===== src/sv/clut_texel_to_rgba_top_assert.svh =====
// Assertion macros for the concurrent checks in the top module.
`ifndef CLUT_TEXEL_TO_RGBA_TOP_ASSERT_SVH
`define CLUT_TEXEL_TO_RGBA_TOP_ASSERT_SVH

// The consequent must hold in the same cycle as the antecedent, outside reset.
`define CLTTR_CHECK(lbl, ante, cons) \
    lbl: assert property (@(posedge i_clk) disable iff (!i_rst_n) (ante) |-> (cons)) \
        else $error("clttr check failed");

// The consequent must hold in the cycle after the antecedent.
`define CLTTR_CHECK_NEXT(lbl, ante, cons) \
    lbl: assert property (@(posedge i_clk) (ante) |=> (cons)) \
        else $error("clttr next-cycle check failed");

`endif


===== src/sv/clttr_pkg.sv =====
package clttr_pkg;

    localparam int IDX_W  = 8;
    localparam int WORD_W = 16;

    typedef enum logic [1:0] {
        MODE_4BPP  = 2'd0,
        MODE_8BPP  = 2'd1,
        MODE_SOLID = 2'd2
    } t_texel_mode;

    typedef enum logic [1:0] {
        OP_LOAD,
        OP_LOOKUP,
        OP_ZERO,
        OP_WHITE
    } t_op;

    localparam logic CFG_IDX_MODE = 1'b0;
    localparam logic CFG_IDX_SEMI = 1'b1;

    localparam logic [7:0] ALPHA_CLEAR  = 8'h00;
    localparam logic [7:0] ALPHA_SEMI   = 8'd63;
    localparam logic [7:0] ALPHA_OPAQUE = 8'hff;

    typedef struct packed {
        t_op               op;
        logic [IDX_W-1:0]  addr;
        logic [WORD_W-1:0] word;
        logic              last;
    } t_qent;

    // c * 255 / 31 equals 8c + floor(7c / 31); the second term is at most seven.
    function automatic logic [7:0] f_expand5(input logic [4:0] c);
        logic [7:0] t;
        logic [2:0] q;
        t = 8'(c) * 8'd7;
        q = '0;
        for (int k = 1; k < 8; k++) begin
            if (t >= 8'(31 * k)) begin
                q = q + 3'd1;
            end
        end
        return {c, 3'b000} + {5'b00000, q};
    endfunction

endpackage


===== src/sv/clttr_ram.sv =====
module clttr_ram #(
    parameter int WIDTH = 16,
    parameter int DEPTH = 256
) (
    input  logic                     i_clk,
    input  logic                     i_we,
    input  logic [$clog2(DEPTH)-1:0] i_waddr,
    input  logic [WIDTH-1:0]         i_wdata,
    input  logic                     i_re,
    input  logic [$clog2(DEPTH)-1:0] i_raddr,
    output logic [WIDTH-1:0]         o_rdata
);

    logic [WIDTH-1:0] r_mem [DEPTH];
    logic [WIDTH-1:0] r_rdata;

    always_ff @(posedge i_clk) begin
        if (i_we) begin
            r_mem[i_waddr] <= i_wdata;
        end
        if (i_re) begin
            r_rdata <= r_mem[i_raddr];
        end
    end

    assign o_rdata = r_rdata;

endmodule


===== src/sv/clttr_front.sv =====
module clttr_front #(
    parameter int PALETTE_DEPTH = 256
) (
    input  logic                i_clk,
    input  logic                i_rst_n,
    input  logic                s_axis_tvalid,
    output logic                s_axis_tready,
    input  logic [31:0]         s_axis_tdata,
    input  logic                s_axis_tuser,
    input  logic                i_cfg_we,
    input  logic                i_cfg_idx,
    input  logic [1:0]          i_cfg_wdata,
    output logic                o_semi_on,
    output logic                o_push,
    output clttr_pkg::t_qent    o_push_ent,
    input  logic                i_q_ready
);

    import clttr_pkg::*;

    t_texel_mode r_texel_mode;
    logic        r_semi_on;
    logic        r_hold;
    logic        n_hold;
    logic [3:0]  r_hold_addr;

    logic             accept;
    logic [IDX_W-1:0] in_idx;
    logic [WORD_W-1:0] in_word;
    logic [7:0]       in_byte;
    logic             idx_ok;
    logic             byte_ok;

    assign in_idx  = s_axis_tdata[7:0];
    assign in_word = s_axis_tdata[23:8];
    assign in_byte = s_axis_tdata[31:24];
    assign idx_ok  = {1'b0, in_idx} < 9'(PALETTE_DEPTH);
    assign byte_ok = {1'b0, in_byte} < 9'(PALETTE_DEPTH);

    assign s_axis_tready = i_q_ready && !r_hold;
    assign accept        = s_axis_tvalid && s_axis_tready;
    assign o_semi_on     = r_semi_on;

    always_comb begin
        o_push     = 1'b0;
        o_push_ent = '{op: OP_LOOKUP, addr: '0, word: '0, last: 1'b1};
        n_hold     = r_hold;
        if (r_hold) begin
            // Second pixel of a four-bit word: the high nibble.
            if (i_q_ready) begin
                o_push          = 1'b1;
                o_push_ent.addr = {4'b0000, r_hold_addr};
                n_hold          = 1'b0;
            end
        end else if (accept) begin
            if (!s_axis_tuser) begin
                o_push          = idx_ok;
                o_push_ent.op   = OP_LOAD;
                o_push_ent.addr = in_idx;
                o_push_ent.word = in_word;
            end else begin
                case (r_texel_mode)
                    MODE_4BPP: begin
                        o_push          = 1'b1;
                        o_push_ent.addr = {4'b0000, in_byte[3:0]};
                        o_push_ent.last = 1'b0;
                        n_hold          = 1'b1;
                    end
                    MODE_8BPP: begin
                        o_push          = 1'b1;
                        o_push_ent.op   = byte_ok ? OP_LOOKUP : OP_ZERO;
                        o_push_ent.addr = in_byte;
                    end
                    MODE_SOLID: begin
                        o_push        = 1'b1;
                        o_push_ent.op = OP_WHITE;
                    end
                    default: begin
                        o_push = 1'b0;
                    end
                endcase
            end
        end
    end

    always_ff @(posedge i_clk) begin
        if (!i_rst_n) begin
            r_texel_mode <= MODE_4BPP;
            r_semi_on    <= 1'b1;
            r_hold       <= 1'b0;
        end else begin
            r_hold <= n_hold;
            if (i_cfg_we) begin
                case (i_cfg_idx)
                    CFG_IDX_MODE: r_texel_mode <= t_texel_mode'(i_cfg_wdata);
                    CFG_IDX_SEMI: r_semi_on    <= i_cfg_wdata[0];
                    default: ;
                endcase
            end
        end
    end

    always_ff @(posedge i_clk) begin
        if (accept) begin
            r_hold_addr <= in_byte[7:4];
        end
    end

endmodule


===== src/sv/clttr_queue.sv =====
module clttr_queue (
    input  logic             i_clk,
    input  logic             i_rst_n,
    input  logic             i_push,
    input  clttr_pkg::t_qent i_ent,
    output logic             o_ready,
    output logic             o_valid,
    output clttr_pkg::t_qent o_ent,
    input  logic             i_pop
);

    import clttr_pkg::*;

    localparam int DEPTH = 2;
    localparam int PW    = $clog2(DEPTH);
    localparam int CW    = $clog2(DEPTH + 1);

    t_qent          r_ent [DEPTH];
    logic [PW-1:0]  r_wptr;
    logic [PW-1:0]  r_rptr;
    logic [CW-1:0]  r_count;

    assign o_ready = r_count != CW'(DEPTH);
    assign o_valid = r_count != '0;
    assign o_ent   = r_ent[r_rptr];

    always_ff @(posedge i_clk) begin
        if (!i_rst_n) begin
            r_wptr  <= '0;
            r_rptr  <= '0;
            r_count <= '0;
        end else begin
            if (i_push) begin
                r_wptr <= r_wptr + PW'(1);
            end
            if (i_pop) begin
                r_rptr <= r_rptr + PW'(1);
            end
            case ({i_push, i_pop})
                2'b10:   r_count <= r_count + CW'(1);
                2'b01:   r_count <= r_count - CW'(1);
                default: r_count <= r_count;
            endcase
        end
    end

    always_ff @(posedge i_clk) begin
        if (i_push) begin
            r_ent[r_wptr] <= i_ent;
        end
    end

endmodule


===== src/sv/clttr_back.sv =====
module clttr_back #(
    parameter int PALETTE_DEPTH = 256
) (
    input  logic             i_clk,
    input  logic             i_rst_n,
    input  logic             i_q_valid,
    input  clttr_pkg::t_qent i_q_ent,
    output logic             o_q_pop,
    input  logic             i_semi_on,
    output logic             m_axis_tvalid,
    input  logic             m_axis_tready,
    output logic [31:0]      m_axis_tdata,
    output logic             m_axis_tlast
);

    import clttr_pkg::*;

    localparam int AW = $clog2(PALETTE_DEPTH);

    logic              r_s1_valid;
    t_op               r_s1_op;
    logic              r_s1_last;
    logic              r_out_valid;
    logic [31:0]       r_out_data;
    logic              r_out_last;

    logic              out_free;
    logic              s1_free;
    logic              ram_we;
    logic              ram_re;
    logic [WORD_W-1:0] ram_rdata;
    logic [WORD_W-1:0] word;
    logic [4:0]        r5;
    logic [4:0]        g5;
    logic [4:0]        b5;
    logic              black;
    logic              mask;
    logic [7:0]        alpha;
    logic [31:0]       pixel;

    assign out_free = !r_out_valid || m_axis_tready;
    assign s1_free  = !r_s1_valid || out_free;
    assign o_q_pop  = i_q_valid && s1_free;
    assign ram_we   = o_q_pop && (i_q_ent.op == OP_LOAD);
    assign ram_re   = o_q_pop && (i_q_ent.op == OP_LOOKUP);

    clttr_ram #(
        .WIDTH (WORD_W),
        .DEPTH (PALETTE_DEPTH)
    ) u_palette (
        .i_clk   (i_clk),
        .i_we    (ram_we),
        .i_waddr (i_q_ent.addr[AW-1:0]),
        .i_wdata (i_q_ent.word),
        .i_re    (ram_re),
        .i_raddr (i_q_ent.addr[AW-1:0]),
        .o_rdata (ram_rdata)
    );

    always_comb begin
        word  = (r_s1_op == OP_LOOKUP) ? ram_rdata : '0;
        r5    = word[4:0];
        g5    = word[9:5];
        b5    = word[14:10];
        mask  = word[15];
        black = (r5 | g5 | b5) == 5'd0;
        if (!mask && black) begin
            alpha = ALPHA_CLEAR;
        end else if (i_semi_on && mask && !black) begin
            alpha = ALPHA_SEMI;
        end else begin
            alpha = ALPHA_OPAQUE;
        end
        if (r_s1_op == OP_WHITE) begin
            pixel = {4{8'hff}};
        end else begin
            pixel = {alpha, f_expand5(b5), f_expand5(g5), f_expand5(r5)};
        end
    end

    always_ff @(posedge i_clk) begin
        if (!i_rst_n) begin
            r_s1_valid  <= 1'b0;
            r_out_valid <= 1'b0;
        end else begin
            if (s1_free) begin
                r_s1_valid <= o_q_pop && (i_q_ent.op != OP_LOAD);
            end
            if (out_free) begin
                r_out_valid <= r_s1_valid;
            end
        end
    end

    always_ff @(posedge i_clk) begin
        if (o_q_pop) begin
            r_s1_op   <= i_q_ent.op;
            r_s1_last <= i_q_ent.last;
        end
        if (r_s1_valid && out_free) begin
            r_out_data <= pixel;
            r_out_last <= r_s1_last;
        end
    end

    assign m_axis_tvalid = r_out_valid;
    assign m_axis_tdata  = r_out_data;
    assign m_axis_tlast  = r_out_last;

endmodule


===== src/sv/clut_texel_to_rgba_top.sv =====
// A word taken on the slave side passes the queue, the palette read stage and the output
// register before its pixel appears on the master side; the second pixel of a four-bit word follows it.
// Throughput: one word per cycle for loads, eight-bit and solid words unless the master side
// stalls; a four-bit word holds off the next until its high-nibble pixel is pushed. Palette reads use one RAM port.
// Reset (i_rst_n low at a clock edge) empties the pipeline and sets mode four-bit with
// semi-transparency on; palette contents are kept and undefined until written.
`include "clut_texel_to_rgba_top_assert.svh"

module clut_texel_to_rgba_top #(
    parameter int PALETTE_DEPTH = 256
) (
    input  logic        i_clk,
    input  logic        i_rst_n,
    input  logic        s_axis_tvalid,
    output logic        s_axis_tready,
    input  logic [31:0] s_axis_tdata,  // palette_index[7:0], palette_word[23:8], texel_byte[31:24]
    input  logic        s_axis_tuser,  // cmd
    input  logic        i_cfg_we,
    input  logic        i_cfg_idx,
    input  logic [1:0]  i_cfg_wdata,
    output logic        m_axis_tvalid,
    input  logic        m_axis_tready,
    output logic [31:0] m_axis_tdata,  // red[7:0], green[15:8], blue[23:16], alpha[31:24]
    output logic        m_axis_tlast
);

    import clttr_pkg::*;

    logic  semi_on;
    logic  push;
    t_qent push_ent;
    logic  q_ready;
    logic  q_valid;
    t_qent q_ent;
    logic  q_pop;

    clttr_front #(
        .PALETTE_DEPTH (PALETTE_DEPTH)
    ) u_front (
        .i_clk         (i_clk),
        .i_rst_n       (i_rst_n),
        .s_axis_tvalid (s_axis_tvalid),
        .s_axis_tready (s_axis_tready),
        .s_axis_tdata  (s_axis_tdata),
        .s_axis_tuser  (s_axis_tuser),
        .i_cfg_we      (i_cfg_we),
        .i_cfg_idx     (i_cfg_idx),
        .i_cfg_wdata   (i_cfg_wdata),
        .o_semi_on     (semi_on),
        .o_push        (push),
        .o_push_ent    (push_ent),
        .i_q_ready     (q_ready)
    );

    clttr_queue u_queue (
        .i_clk   (i_clk),
        .i_rst_n (i_rst_n),
        .i_push  (push),
        .i_ent   (push_ent),
        .o_ready (q_ready),
        .o_valid (q_valid),
        .o_ent   (q_ent),
        .i_pop   (q_pop)
    );

    clttr_back #(
        .PALETTE_DEPTH (PALETTE_DEPTH)
    ) u_back (
        .i_clk         (i_clk),
        .i_rst_n       (i_rst_n),
        .i_q_valid     (q_valid),
        .i_q_ent       (q_ent),
        .o_q_pop       (q_pop),
        .i_semi_on     (semi_on),
        .m_axis_tvalid (m_axis_tvalid),
        .m_axis_tready (m_axis_tready),
        .m_axis_tdata  (m_axis_tdata),
        .m_axis_tlast  (m_axis_tlast)
    );

    `CLTTR_CHECK(a_push_has_room, push, q_ready)
    `CLTTR_CHECK(a_pop_has_entry, q_pop, q_valid)
    `CLTTR_CHECK(a_accept_needs_room, s_axis_tvalid && s_axis_tready, q_ready)
    `CLTTR_CHECK_NEXT(a_reset_empties_output, !i_rst_n, !m_axis_tvalid)

endmodule


===== config.mk =====
export PLATFORM = sky130hd
export DESIGN_NAME = clut_texel_to_rgba_top
export DESIGN_NICKNAME = d
export VERILOG_FILES = /design/src/sv/clttr_pkg.sv /design/src/sv/clttr_ram.sv /design/src/sv/clttr_front.sv /design/src/sv/clttr_queue.sv /design/src/sv/clttr_back.sv /design/src/sv/clut_texel_to_rgba_top.sv
export VERILOG_INCLUDE_DIRS = /design/src /design/src/sv
export SDC_FILE = /design/constraint.sdc
export NUM_CORES = 2
export LEC_CHECK = 0
export BUFFER_PORTS_ARGS = -buffer_cell sky130_fd_sc_hd__buf_2
export CAP_MARGIN = 20
export CORE_UTILIZATION = 40
export DETAILED_ROUTE_END_ITERATION = 10
export PLACE_DENSITY = 0.66
export SYNTH_ARGS = -nofsm -noshare
export SYNTH_HDL_FRONTEND = slang
export SYNTH_MEMORY_MAX_BITS = 65536
export SYNTH_SLANG_ARGS = --single-unit

===== constraint.sdc =====
create_clock -name i_clk -period 7.65 [get_ports i_clk]
set_input_delay 0.765 -clock i_clk [delete_from_list [all_inputs] [get_ports i_clk]]
set_output_delay 0.765 -clock i_clk [all_outputs]
set_load 0.05 [all_outputs]

==> impl_results.html <==
<table>
<tr><th>Metric</th><th>Value</th></tr>
<tr><th colspan="2">Timing</th></tr>
<tr><td>Fmax</td><td>138.0 MHz</td></tr>
<tr><td>Setup repair after global routing missed its margin</td><td>no</td></tr>
<tr><td>Sum Neg Setup Slack</td><td>0 ns</td></tr>
<tr><td>Number of setup violations in the final report</td><td>0</td></tr>
<tr><td>Fin. Hold Viols</td><td>0</td></tr>
<tr><td>Final min period</td><td>7.245 ns</td></tr>
<tr><td>Fin worst setup slack</td><td>0.4055 ns</td></tr>
<tr><td>Share of the clock period used by the worst path</td><td>0.9470</td></tr>
<tr><td>Max-slew violation count</td><td>48</td></tr>
<tr><td>Skew final</td><td>0.07409 ns</td></tr>
<tr><td>Tightest Pin Transition</td><td>1.521 ns</td></tr>
<tr><td>Worst slew slack as a fraction of its limit</td><td>-0.01395</td></tr>
<tr><th colspan="2">Placement</th></tr>
<tr><td>Port Buf Inserts</td><td>75</td></tr>
<tr><td>Placement Setup Slack</td><td>0.3689 ns</td></tr>
<tr><td>Final weighted congestion in routability-driven placement</td><td>between 0.8 and 0.9</td></tr>
<tr><td>Half-perimeter wire length after detailed placement</td><td>247200 um</td></tr>
<tr><th colspan="2">Worst setup path</th></tr>
<tr><td>Delay of the slowest cell on the worst path</td><td>0.70 ns</td></tr>
<tr><td>Launching point of the worst reg2reg path</td><td>u_back.r_s1_op[0]</td></tr>
<tr><td>Gate family responsible for the most delay along the worst path</td><td>adder cells</td></tr>
<tr><td>Worst endpoint data arrival time</td><td>7.91 ns</td></tr>
<tr><td>Required time of the critical path</td><td>8.32 ns</td></tr>
<tr><td>Max FO, Critical Path</td><td>15</td></tr>
<tr><td>Worst setup slack for register-to-register paths</td><td>0.41 ns</td></tr>
<tr><td>Worst R2R End</td><td>u_back.m_axis_tdata[18]</td></tr>
<tr><td>Critical Path End Type</td><td>flop</td></tr>
<tr><td>Startpoint class of the critical path</td><td>flop</td></tr>
<tr><td>Most frequent cell on the critical path</td><td>sky130_fd_sc_hd__ha_1</td></tr>
<tr><td>Startpoint-to-endpoint class of the critical path</td><td>flop to flop</td></tr>
<tr><td>Cell with the biggest individual delay on the critical path</td><td>sky130_fd_sc_hd__o311ai_0</td></tr>
<tr><td>Worst path depth</td><td>29</td></tr>
<tr><td>R2R cell count</td><td>29</td></tr>
<tr><td>WP buf/inv</td><td>4</td></tr>
<tr><th colspan="2">Power and ir drop</th></tr>
<tr><td>P per Cell Area</td><td>353.1 nW/um^2</td></tr>
<tr><td>Seq pwr share</td><td>0.431</td></tr>
<tr><td>P_int</td><td>0.04572 W</td></tr>
<tr><td>Switching share of power</td><td>0.3024</td></tr>
<tr><td>Logic gate share of total power</td><td>0.256</td></tr>
<tr><td>Clk pwr share</td><td>0.312</td></tr>
<tr><td>P_sw</td><td>0.01982 W</td></tr>
<tr><td>Largest voltage drop on the vdd net</td><td>333.8 uV</td></tr>
<tr><td>Leak pwr</td><td>a little under 60 nW</td></tr>
<tr><th colspan="2">Synth</th></tr>
<tr><td>Fraction of post-synthesis cell area in the top cell type by area</td><td>0.7779</td></tr>
<tr><td>Synthesized Nets</td><td>7450</td></tr>
<tr><td>Cell type with the largest total area after synthesis</td><td>sky130_fd_sc_hd__edfxtp_1</td></tr>
<tr><td>Cell types with the highest counts after synthesis</td><td>sky130_fd_sc_hd__edfxtp_1, sky130_fd_sc_hd__mux4_2, sky130_fd_sc_hd__a22oi_1, sky130_fd_sc_hd__nor2_1, sky130_fd_sc_hd__a21oi_1</td></tr>
<tr><td>Fraction of the yosys area taken by sequential cells</td><td>0.7793</td></tr>
<tr><td>Top area cells in the synthesized netlist</td><td>sky130_fd_sc_hd__edfxtp_1, sky130_fd_sc_hd__mux4_2, sky130_fd_sc_hd__a22oi_1, sky130_fd_sc_hd__a21oi_1, sky130_fd_sc_hd__nor2_1</td></tr>
<tr><td>Post-synth ARST share</td><td>0</td></tr>
<tr><td>Cell count after synthesis</td><td>7350</td></tr>
<tr><td>Most frequent cell after synthesis</td><td>sky130_fd_sc_hd__edfxtp_1</td></tr>
<tr><td>Main flop type after synthesis</td><td>sky130_fd_sc_hd__edfxtp_1</td></tr>
<tr><td>Number of flops mapped to enable cells by yosys</td><td>4200</td></tr>
<tr><td>Synthesized flop and latch total</td><td>4211</td></tr>
<tr><td>Synth warn</td><td>0</td></tr>
<tr><td>Count of different cell masters after synthesis</td><td>71</td></tr>
<tr><td>Mapped Area</td><td>162100 um^2</td></tr>
<tr><td>Avg Synthesized Cell Area</td><td>22.06 um^2</td></tr>
<tr><th colspan="2">Drt</th></tr>
<tr><td>Iteration-0 DRC Markers</td><td>around 12000</td></tr>
<tr><td>Vias/cell</td><td>5.973</td></tr>
<tr><td>Number of routed nets with antenna violations</td><td>0</td></tr>
<tr><td>Total DRC errors in the routed layout</td><td>0</td></tr>
<tr><td>Number of detailed-route iterations in the first pass</td><td>6</td></tr>
<tr><td>Detailed-route wire length</td><td>429200 um</td></tr>
<tr><td>Average routed wire per standard cell</td><td>31.47 um</td></tr>
<tr><td>Via Count</td><td>about 81000</td></tr>
<tr><th colspan="2">Hold path</th></tr>
<tr><td>Hold Path Cell Cnt</td><td>3</td></tr>
<tr><td>Launch point of the worst hold path</td><td>i_cfg_wdata[0]</td></tr>
<tr><td>Capture endpoint of the worst hold path</td><td>u_front.o_semi_on</td></tr>
<tr><td>Worst min path class</td><td>input pin to flop</td></tr>
<tr><th colspan="2">Global routing</th></tr>
<tr><td>Wire length of the first global-routing pass</td><td>607100 um</td></tr>
<tr><td>Vias in the first global route</td><td>80890</td></tr>
<tr><td>Number of antenna violations at the first check in global routing</td><td>26</td></tr>
<tr><td>Remaining global-route overflow</td><td>0</td></tr>
<tr><td>Largest net degree at the start of global routing</td><td>185</td></tr>
<tr><td>GR Util All Layers</td><td>0.2066</td></tr>
<tr><th colspan="2">Clock network</th></tr>
<tr><td>Clock tree from TritonCTS</td><td>yes</td></tr>
<tr><td>Level count of the clock H-tree</td><td>5</td></tr>
<tr><td>CTS sink cnt</td><td>approximately 4200</td></tr>
<tr><td>Clock-pin transition on the worst setup and hold timing paths</td><td>0.06 ns</td></tr>
<tr><td>Skew-Pair Late Insertion Delay</td><td>slightly below 1 ns</td></tr>
<tr><td>Clock Tree Root</td><td>sky130_fd_sc_hd__clkbuf_16</td></tr>
<tr><td>Number of buffers added by the clock tree synthesis step</td><td>418</td></tr>
<tr><td>Maximum number of buffers from clock root to sink</td><td>4</td></tr>
<tr><td>Setup Buffers After CTS</td><td>0</td></tr>
<tr><th colspan="2">Floorplanning</th></tr>
<tr><td>Placeable core area</td><td>approximately 400000 um^2</td></tr>
<tr><td>Num ports</td><td>76</td></tr>
<tr><td>Cell row count</td><td>233</td></tr>
<tr><td>Height of the chip</td><td>around 640 um</td></tr>
<tr><td>Chip width</td><td>638.6 um</td></tr>
<tr><td>Floorplan die area</td><td>407900 um^2</td></tr>
<tr><td>Effective utilization at floorplan</td><td>0.4021</td></tr>
<tr><th colspan="2">Cells and area</th></tr>
<tr><td>Area added between synthesis and finish</td><td>14.49%</td></tr>
<tr><td>Final nets</td><td>7961</td></tr>
<tr><td>Share of layout cells above drive strength 1</td><td>0.2785</td></tr>
<tr><th colspan="2">Run status</th></tr>
<tr><td>Failing checks</td><td>max-slew violations</td></tr>
<tr><td>Status</td><td>complete, but fails checks</td></tr>
<tr><th colspan="2">Run</th></tr>
<tr><td>Max-cap violation count</td><td>0</td></tr>
</table>
-- worst max-delay path by stage --
stage,start,endpoint,slack (ns)
after global routing,u_back.r_s1_op[0],u_back.m_axis_tdata[18],0.07
after detailed placement,u_back.r_s1_op[0],u_back.m_axis_tdata[9],0.37
after floorplan,u_back.r_s1_op[0],u_back.m_axis_tdata[18],1.14
after global placement,u_back.r_s1_op[0],u_back.m_axis_tdata[9],0.58
final,u_back.r_s1_op[0],u_back.m_axis_tdata[18],0.41
after CTS,u_back.r_s1_op[0],u_back.m_axis_tdata[9],0.35
-- per-layer routing --
layer  up-vias  global-route usage  part of all wire
li1      32310                   -                 -
met1     43450              0.2918              0.39
met2      4985              0.3193              0.47
met3       684             0.04699              0.11
met4        12             0.06633             0.034
met5         -                   0           0.00021
-- cell usage in the layout, fill, tap and decap left out, types with 72 or more instances in the layout --
master | synthesis | final
sky130_fd_sc_hd__a21oi_1 | 278 | 275
sky130_fd_sc_hd__clkbuf_1 | 220 | 76
sky130_fd_sc_hd__nand2_1 | 88 | 72
sky130_fd_sc_hd__mux4_2 | 1024 | 1024
sky130_fd_sc_hd__edfxtp_1 | 4200 | 4200
sky130_fd_sc_hd__a22oi_1 | 518 | 517
sky130_fd_sc_hd__buf_2 | 85 | 78
sky130_fd_sc_hd__clkinv_2 | 0 | 84
sky130_fd_sc_hd__clkinv_1 | 1 | 95
sky130_fd_sc_hd__nor2_1 | 314 | 244
sky130_fd_sc_hd__clkbuf_16 | 0 | 427
sky130_fd_sc_hd__buf_4 | 34 | 363
-- flip-flops by register name, summed over array words and instances (netlist names), 2 cells and up, named ones only --
| register | count |
|---|---|
| u_back.u_palette.o_rdata | 16 |
| u_queue.r_count | 2 |
| u_front.r_hold_addr | 4 |
| u_front.r_texel_mode | 2 |
| u_back.u_palette.r_mem | 4096 |
| u_back.m_axis_tdata | 26 |
| u_back.r_s1_op | 2 |
| u_queue.r_ent | 54 |
-- worst min-delay path: stages --
cell and delay, ns:
sky130_fd_sc_hd__buf_2 0.09, sky130_fd_sc_hd__nand3_1 0.06, sky130_fd_sc_hd__nand3_1 0.09
-- what timing repair did --
item,in CTS,in global routing
hold buffers,4,0
endpoints found under the hold margin,4,0
setup endpoints to repair,0,3
gates resized for setup,0,5
-- power by group through the flow --
stage	clock, W	sequential (W)	combinational, W
final	0.0205	0.0283	0.0168
after floorplan	0	0.0291	0.0105
after CTS	0.0207	0.0282	0.0167
after global placement	0	0.0287	0.0162
after global routing	0.0216	0.0283	0.0176
after detailed placement	0	0.0287	0.0167
-- per-stage QoR --
stage	std cells	util	power, W	hold WS, ns	cell area, um^2
global route	13630	0.4603	0.06748	0.08715	185600
detailed placement	12820	0.4253	0.04541	0.4271	171500
finish	13640	0.4604	0.06553	0.09263	185600
floorplan	7350	-	0.03954	0.4003	162100
global placement	12790	0.4243	0.04493	0.4113	171100
CTS	13590	0.4593	0.06564	0.03529	185200
-- cells by family after synthesis --
| family | Yosys count | share of synthesized area |
|---|---|---|
| AND/OR/NAND/NOR | 576 | 0.01604 |
| multiplexers | 1055 | 0.1444 |
| AO/OA/AOI/OAI | 950 | 0.03944 |
| XOR/XNOR | 33 | 0.001868 |
| buffers and inverters | 466 | 0.01432 |
| flip-flops | 4211 | 0.7793 |
| adder cells (fa/ha/maj) | 59 | 0.004692 |
-- area by class of cell --
type                       count  area, um^2
fill                       32700      217600
sequential                  4211      126300
multi-input combinational   2673       34160
clock buffer                 508       11040
tap                         5405        6763
timing repair buffer         522        4506
clock inverter               264        2635
inverter                      35       131.4
antenna                       18       45.04
No activity file was read; power rests on OpenSTA's default activity.
